===== config.mk =====
export PLATFORM = sky130hd
export DESIGN_NAME = sorted_list_insert_delete_top
export DESIGN_NICKNAME = d
export VERILOG_FILES = /design/src/sli_pkg.sv /design/src/sli_cell.sv /design/src/sorted_list_insert_delete_top.sv
export SDC_FILE = /design/constraint.sdc
export NUM_CORES = 2
export LEC_CHECK = 0
export BUFFER_PORTS_ARGS = -buffer_cell sky130_fd_sc_hd__buf_4
export CORE_ASPECT_RATIO = 0.8
export CORE_MARGIN = 10
export CORE_UTILIZATION = 25
export CTS_CLUSTER_DIAMETER = 200
export DETAILED_ROUTE_END_ITERATION = 7
export PLACE_DENSITY_LB_ADDON = 0.12
export SLEW_MARGIN = 20
export SYNTH_ARGS = -nofsm -noshare
export SYNTH_HDL_FRONTEND = slang
export SYNTH_SLANG_ARGS = --single-unit

===== constraint.sdc =====
create_clock -name clk -period 4.6 [get_ports clk]
set_clock_uncertainty 0.2 [all_clocks]
set_input_delay 0.69 -clock clk [delete_from_list [all_inputs] [get_ports clk]]
set_output_delay 0.69 -clock clk [all_outputs]
set_load 0.1 [all_outputs]

===== src/sli_pkg.sv =====
// Shared constants, codes and types of the sorted list block.
package sli_pkg;

  localparam int DEPTH   = 16;
  localparam int VALUE_W = 32;
  localparam int CNT_W   = $clog2(DEPTH + 1);
  localparam int TOTAL_W = 5;

  typedef enum logic {
    REQ_INSERT = 1'b0,
    REQ_DELETE = 1'b1
  } req_t;

  typedef enum logic [2:0] {
    ST_INSERTED  = 3'd0,
    ST_DELETED   = 3'd1,
    ST_NOT_FOUND = 3'd2,
    ST_FULL      = 3'd3,
    ST_EMPTY     = 3'd4
  } status_t;

  // Update command broadcast to every cell in the update cycle.
  typedef struct packed {
    logic ins;   // open a slot at the boundary and shift the tail right
    logic del;   // close the slot at the boundary and shift the tail left
  } cell_cmd_t;

endpackage


===== src/sli_cell.sv =====
// One entry of the sorted chain: compare against the request word, then shift or hold.
module sli_cell (
  input  logic                                clk,
  input  logic                                cmp_en,
  input  logic                                occupied,
  input  logic signed [sli_pkg::VALUE_W-1:0]  value,
  input  logic signed [sli_pkg::VALUE_W-1:0]  upd_value,
  input  sli_pkg::cell_cmd_t                  cmd,
  input  logic                                left_below,
  input  logic signed [sli_pkg::VALUE_W-1:0]  left_entry,
  input  logic signed [sli_pkg::VALUE_W-1:0]  right_entry,
  output logic                                below,
  output logic                                hit,
  output logic signed [sli_pkg::VALUE_W-1:0]  entry
);
  import sli_pkg::*;

  logic is_eq;

  // Capture the compare against the incoming word.
  always_ff @(posedge clk) begin
    if (cmp_en) begin
      below <= occupied && (entry < value);
      is_eq <= occupied && (entry == value);
    end
  end

  // First slot not below the value, holding an equal entry.
  assign hit = is_eq && !below && left_below;

  always_ff @(posedge clk) begin
    if (!below) begin
      if (cmd.ins) begin
        entry <= left_below ? upd_value : left_entry;
      end else if (cmd.del) begin
        entry <= right_entry;
      end
    end
  end

endmodule


===== src/sorted_list_insert_delete_top.sv =====
// Top level of the sorted list: control, count and the chain of entry cells.
// The accepting edge moves the control into the update state, where the cell
// chain shifts; done and the result word are registered at the update edge.
// No new request is taken while busy (the update state).
// Reset clears the count and the control; stored entries are not cleared.
// The result is shown for one cycle; the receiver cannot stall it.
module sorted_list_insert_delete_top (
  input  logic                                clk,
  input  logic                                rst,
  input  logic                                start,
  output logic                                busy,
  input  logic                                req_type,
  input  logic signed [sli_pkg::VALUE_W-1:0]  value,
  output logic                                done,
  output logic [2:0]                          status,
  output logic [sli_pkg::TOTAL_W-1:0]         entry_total
);
  import sli_pkg::*;

  typedef enum logic [1:0] {
    S_IDLE = 2'b01,
    S_UPD  = 2'b10
  } state_t;

  state_t                    state, state_next;
  logic                      accept;
  logic                      req_q;
  logic signed [VALUE_W-1:0] value_q;
  logic [CNT_W-1:0]          entry_count, entry_count_next;
  logic [DEPTH-1:0]          occ, below, hit;
  logic signed [VALUE_W-1:0] entry [DEPTH];
  logic                      found, full, empty;
  cell_cmd_t                 cmd;
  status_t                   status_next;

  assign accept = start && !busy;
  assign busy   = (state == S_UPD);

  // Hold the request word for the update cycle.
  always_ff @(posedge clk) begin
    if (accept) begin
      req_q   <= req_type;
      value_q <= value;
    end
  end

  always_comb begin
    unique case (state)
      S_IDLE:  state_next = accept ? S_UPD : S_IDLE;
      S_UPD:   state_next = S_IDLE;
      default: state_next = S_IDLE;
    endcase
  end

  always_ff @(posedge clk) begin
    if (rst) begin
      state <= S_IDLE;
    end else begin
      state <= state_next;
    end
  end

  // Occupancy thermometer from the count; stable from compare to update.
  generate
    for (genvar i = 0; i < DEPTH; i++) begin : g_occ
      assign occ[i] = (CNT_W'(i) < entry_count);
    end
  endgenerate

  assign found = |hit;
  assign full  = (entry_count == CNT_W'(DEPTH));
  assign empty = (entry_count == '0);

  // Drive the chain only when the request really changes the list.
  assign cmd.ins = busy && (req_q == REQ_INSERT) && !full;
  assign cmd.del = busy && (req_q == REQ_DELETE) && found;

  always_comb begin
    entry_count_next = entry_count;
    status_next      = ST_INSERTED;
    if (req_q == REQ_INSERT) begin
      if (full) begin
        status_next = ST_FULL;
      end else begin
        status_next      = ST_INSERTED;
        entry_count_next = entry_count + CNT_W'(1);
      end
    end else begin
      priority if (empty) begin
        status_next = ST_EMPTY;
      end else if (found) begin
        status_next      = ST_DELETED;
        entry_count_next = entry_count - CNT_W'(1);
      end else begin
        status_next = ST_NOT_FOUND;
      end
    end
  end

  always_ff @(posedge clk) begin
    if (rst) begin
      entry_count <= '0;
      done        <= 1'b0;
    end else begin
      done <= busy;
      if (busy) begin
        entry_count <= entry_count_next;
      end
    end
  end

  // Result word: register it at the update edge.
  always_ff @(posedge clk) begin
    if (busy) begin
      status      <= status_next;
      entry_total <= TOTAL_W'(entry_count_next);
    end
  end

  // Cell chain: cell 0 sees an always-below left neighbor, the last cell
  // pulls its own entry when the tail shifts left.
  generate
    for (genvar i = 0; i < DEPTH; i++) begin : g_cell
      logic                      lb;
      logic signed [VALUE_W-1:0] le, re;
      if (i == 0) begin : g_first
        assign lb = 1'b1;
        assign le = value_q;
      end else begin : g_mid_l
        assign lb = below[i-1];
        assign le = entry[i-1];
      end
      if (i == DEPTH - 1) begin : g_last
        assign re = entry[i];
      end else begin : g_mid_r
        assign re = entry[i+1];
      end
      sli_cell u_cell (
        .clk         (clk),
        .cmp_en      (accept),
        .occupied    (occ[i]),
        .value       (value),
        .upd_value   (value_q),
        .cmd         (cmd),
        .left_below  (lb),
        .left_entry  (le),
        .right_entry (re),
        .below       (below[i]),
        .hit         (hit[i]),
        .entry       (entry[i])
      );
    end
  endgenerate

endmodule


==> results.md <==
- Number of enable flip-flop cells after synthesis: 585
- DRC Markers: 0
- I/O Pins: 46
- Met3 wire len: 4190 um
- Max IR drop VDD: 0.263 mV
- Number of clock sinks: 593
- Hold Path Depth: 1
- Nets: 4364
- Hpwl dp: 104000 um
- Final setup fails: 0
- RSZ-0062 raised after global routing: false
- Via Count: 28800
- P per Cell Area: 292 nW/um2
- Ratio of cells with drive above 1 in the final layout: 9.69%
- Wire length per cell: 22.3 um
- Synthesized cell area: 39900 um2
- Yosys top cell by area: edfxtp_1
- Cells on worst reg2reg path: 7
- Grt ovf: 0
- Hold Vio Cnt, Final: 0
- Worst-path clk slew: 0.06 ns
- CTS Buf Count: 79
- Clk Tree Root Cell: clkbuf_16
- Clock share of power: 45.1%
- Port bufs: 45
- FF-to-FF Start: entry_count[0]
- GPL Wtd Cong: 0.776
- Crit. End Element: register
- Final wirelength: 134000 um
- Slew Viols, Final: 0
- Min-Delay Startpoint: value[1]
- Initial DRC Count: 2051
- Initial antenna violation count: 1
- WP data required: 4.82 ns
- Status: finished, final reports clean
- Vias in the first global route: 29400
- Crit Path Category: primary input to register
- Hold Path Sink: g_cell[0].le[1]
- Worst Tran Pin Value: 1.13 ns
- Count leader, synth: a21oi_1
- DP Worst Slack: 0.569 ns
- Post-synth top area share: 44.0%
- Worst setup margin: 0.715 ns
- Hold Slack: 0.0634 ns
- Sw Ratio: 25.9%
- Routed Antenna Nets: 0
- Yosys cell types: 63
- Sequential element share of the synthesized area: 44.4%
- Largest net degree at the start of global routing: 71
- CTS tree: yes
- First-pass GRT wire length: 200000 um
- Met1 WL: 72700 um
- Clock period minus worst slack: 3.89 ns
- FILL cells: 16700
- Overall Power: 13.5 mW
- Clock buffer depth: 3
- Post-CTS Resized: 0
- Synth Register Bits: 593
- Setup bufs post-CTS: 0
- Cells after Synth: 3725
- H-tree Lvls: 3
- Pleak: 17.7 nW
- Relative slew slack: 24.2%
- Top post-synthesis cells by count: 646 x a21oi_1, 585 x edfxtp_1, 515 x ha_1
- Post-route setup TNS: 0 ns
- Crit-path max FO: 9
- Top sig layer: met4
- Reg2Reg Setup Slack: 0.72 ns
- Syn Area/Cell: 10.7 um2
- Area of the die: 176000 um2
- Flop pwr share: 45.6%
- Fin crit share: 84.5%
- Core area: 159000 um2
- Max-cap violations: 0
- Comb pwr share: 9.3%
- Total track usage: 14.9%
- P&R area growth vs syn: 15.6%
- Crit Reg-Reg Endpoint: g_cell[1].u_cell.entry[6]
- WP data arrival: 4.11 ns
- Switching pwr: 3.48 mW
- Int Power: 9.98 mW
- # rows: 131
- Ys async rst share: 0%
- Worst hold path class: primary input to register
- Vias per cell: 4.81
- Startpoint types: primary input
- Warnings from Yosys: 0
- Top post-synthesis cells by area: edfxtp_1 44%, ha_1 16%, mux2i_1 11%
- Starting Density: 25.1%
- Die X: 467 um
- Met2 Wirelength: 54300 um
- DRT Pass-1 Iters: 7
- Clock Latency Late Sink: 0.68 ns
- Max Fclk: 0.257 GHz
- Synth Flop Type: edfxtp_1
- Die Ht: 377 um
- Syn Nets: 4276
[worst max-delay path by stage]
stage | start | cells after the start | end | slack (ns)
3_3_place_gp | value[7] | 11 | g_cell[1].u_cell.below | 0.58
2_1_floorplan | entry_count[1] | 6 | g_cell[15].u_cell.entry[0] | 0.46
3_5_place_dp | value[1] | 10 | g_cell[15].u_cell.below | 0.57
4_1_cts | entry_count[0] | 7 | g_cell[1].u_cell.entry[4] | 0.65
6_report | value[7] | 12 | g_cell[1].u_cell.below | 0.71
5_1_grt | entry_count[0] | 7 | g_cell[0].u_cell.entry[10] | 0.52
[cells by family (layout without fill, tap and decap cells)]
family,count (synthesis),after routing,synth area share (%)
AO/OA/AOI/OAI,895,895,12.6
AND/OR/NAND/NOR,926,926,10.6
adder cells (fa/ha/maj),515,515,16.1
XOR/XNOR,1,1,0.0220
buffers and inverters,276,421,2.95
other,0,1,0
flip-flops,593,593,44.4
multiplexers,519,519,13.2
[placed cells by master (no fill, tap or decap), types with 5 or more instances in the layout]
master	Yosys	layout
a21oi_1	646	646
edfxtp_1	585	585
ha_1	515	515
nor2_1	510	495
mux2i_1	452	452
buf_4	7	167
nand2_1	143	143
clkbuf_16	0	83
inv_1	67	67
o21ai_0	66	66
mux2_2	65	65
nand4_1	55	55
nand3_1	51	51
a21o_1	48	48
and4_1	46	46
nor3_1	33	32
dlygate4sd3_1	0	31
a221oi_1	30	30
clkbuf_1	102	24
nor2b_1	21	21
o211ai_1	19	19
buf_12	0	17
nor2_4	0	16
clkinv_1	1	15
o21a_1	15	15
nor4_1	15	15
a21boi_0	13	12
a221o_1	12	12
or3_1	11	11
nand3b_1	10	10
and3_1	9	9
o31a_1	8	8
dfxtp_1	8	8
clkinv_2	0	7
nand2b_1	5	5
a31oi_1	5	5
a211oi_1	5	5
[power by group through the flow]
stage / logic [mW] / clock network, mW / registers (mW)
after floorplan: 0.837 / 0 / 6.12
after global placement: 1.24 / 0 / 6.24
after detailed placement: 1.25 / 0 / 6.24
after CTS: 1.27 / 6.28 / 6.13
after global routing: 1.41 / 6.49 / 6.14
final: 1.25 / 6.07 / 6.13
[per-layer routing]
| layer | GRT usage (%) | vias up |
|---|---|---|
| met2 | 21.5 | 447 |
| met1 | 23.3 | 13900 |
| li1 | - | 14300 |
| met3 | 2.02 | 142 |
| met5 | 0 | - |
| met4 | 3.34 | 0 |
[critical path, cell delays in order]
cell and delay [ns]:
dlygate4sd3_1 0.54, buf_4 0.14, inv_1 0.54, buf_4 0.24
ha_1 0.15, nand2_1 0.09, nor4_1 0.72, a21boi_0 0.30
o41ai_1 0.11, buf_4 0.14, o211ai_1 0.08, mux2_2 0.36
[final cells by class]
| class | count | area, um2 | share of cell area (%) |
|---|---|---|---|
| clock inverters | 27 | 204 | 0.442 |
| clock buffers | 111 | 2220 | 4.82 |
| multi-input cells | 2856 | 21100 | 45.8 |
| well taps | 2128 | 2660 | 5.77 |
| flip-flops and latches | 593 | 17700 | 38.4 |
| inverters | 68 | 255 | 0.554 |
| repair buffers | 215 | 1900 | 4.13 |
| diodes | 1 | 2.50 | 0.00543 |
[state kept, by name (all words and copies together) (netlist names)]
name / flops
g_cell.u_cell.entry: 512
entry_total: 5
g_cell.le: 32
done: 1
req_q: 1
state: 2
g_cell.u_cell.is_eq: 16
status: 3
g_cell.u_cell.below: 16
entry_count: 5
[through the flow]
stage | cells | cell area [um2] | utilization, %
floorplan | 3725 | 39900 | -
global route | 5999 | 46100 | 29.0
global placement | 5829 | 43400 | 27.3
CTS | 5998 | 46100 | 29.0
finish | 5999 | 46100 | 29.0
detailed placement | 5829 | 43400 | 27.3
[repair_timing]
| item | in CTS | in global routing |
|---|---|---|
| endpoints found under the setup margin | 0 | 0 |
| hold endpoints to repair | 31 | 0 |
| hold buffers | 31 | 0 |
(Power assumes the default switching activity.)
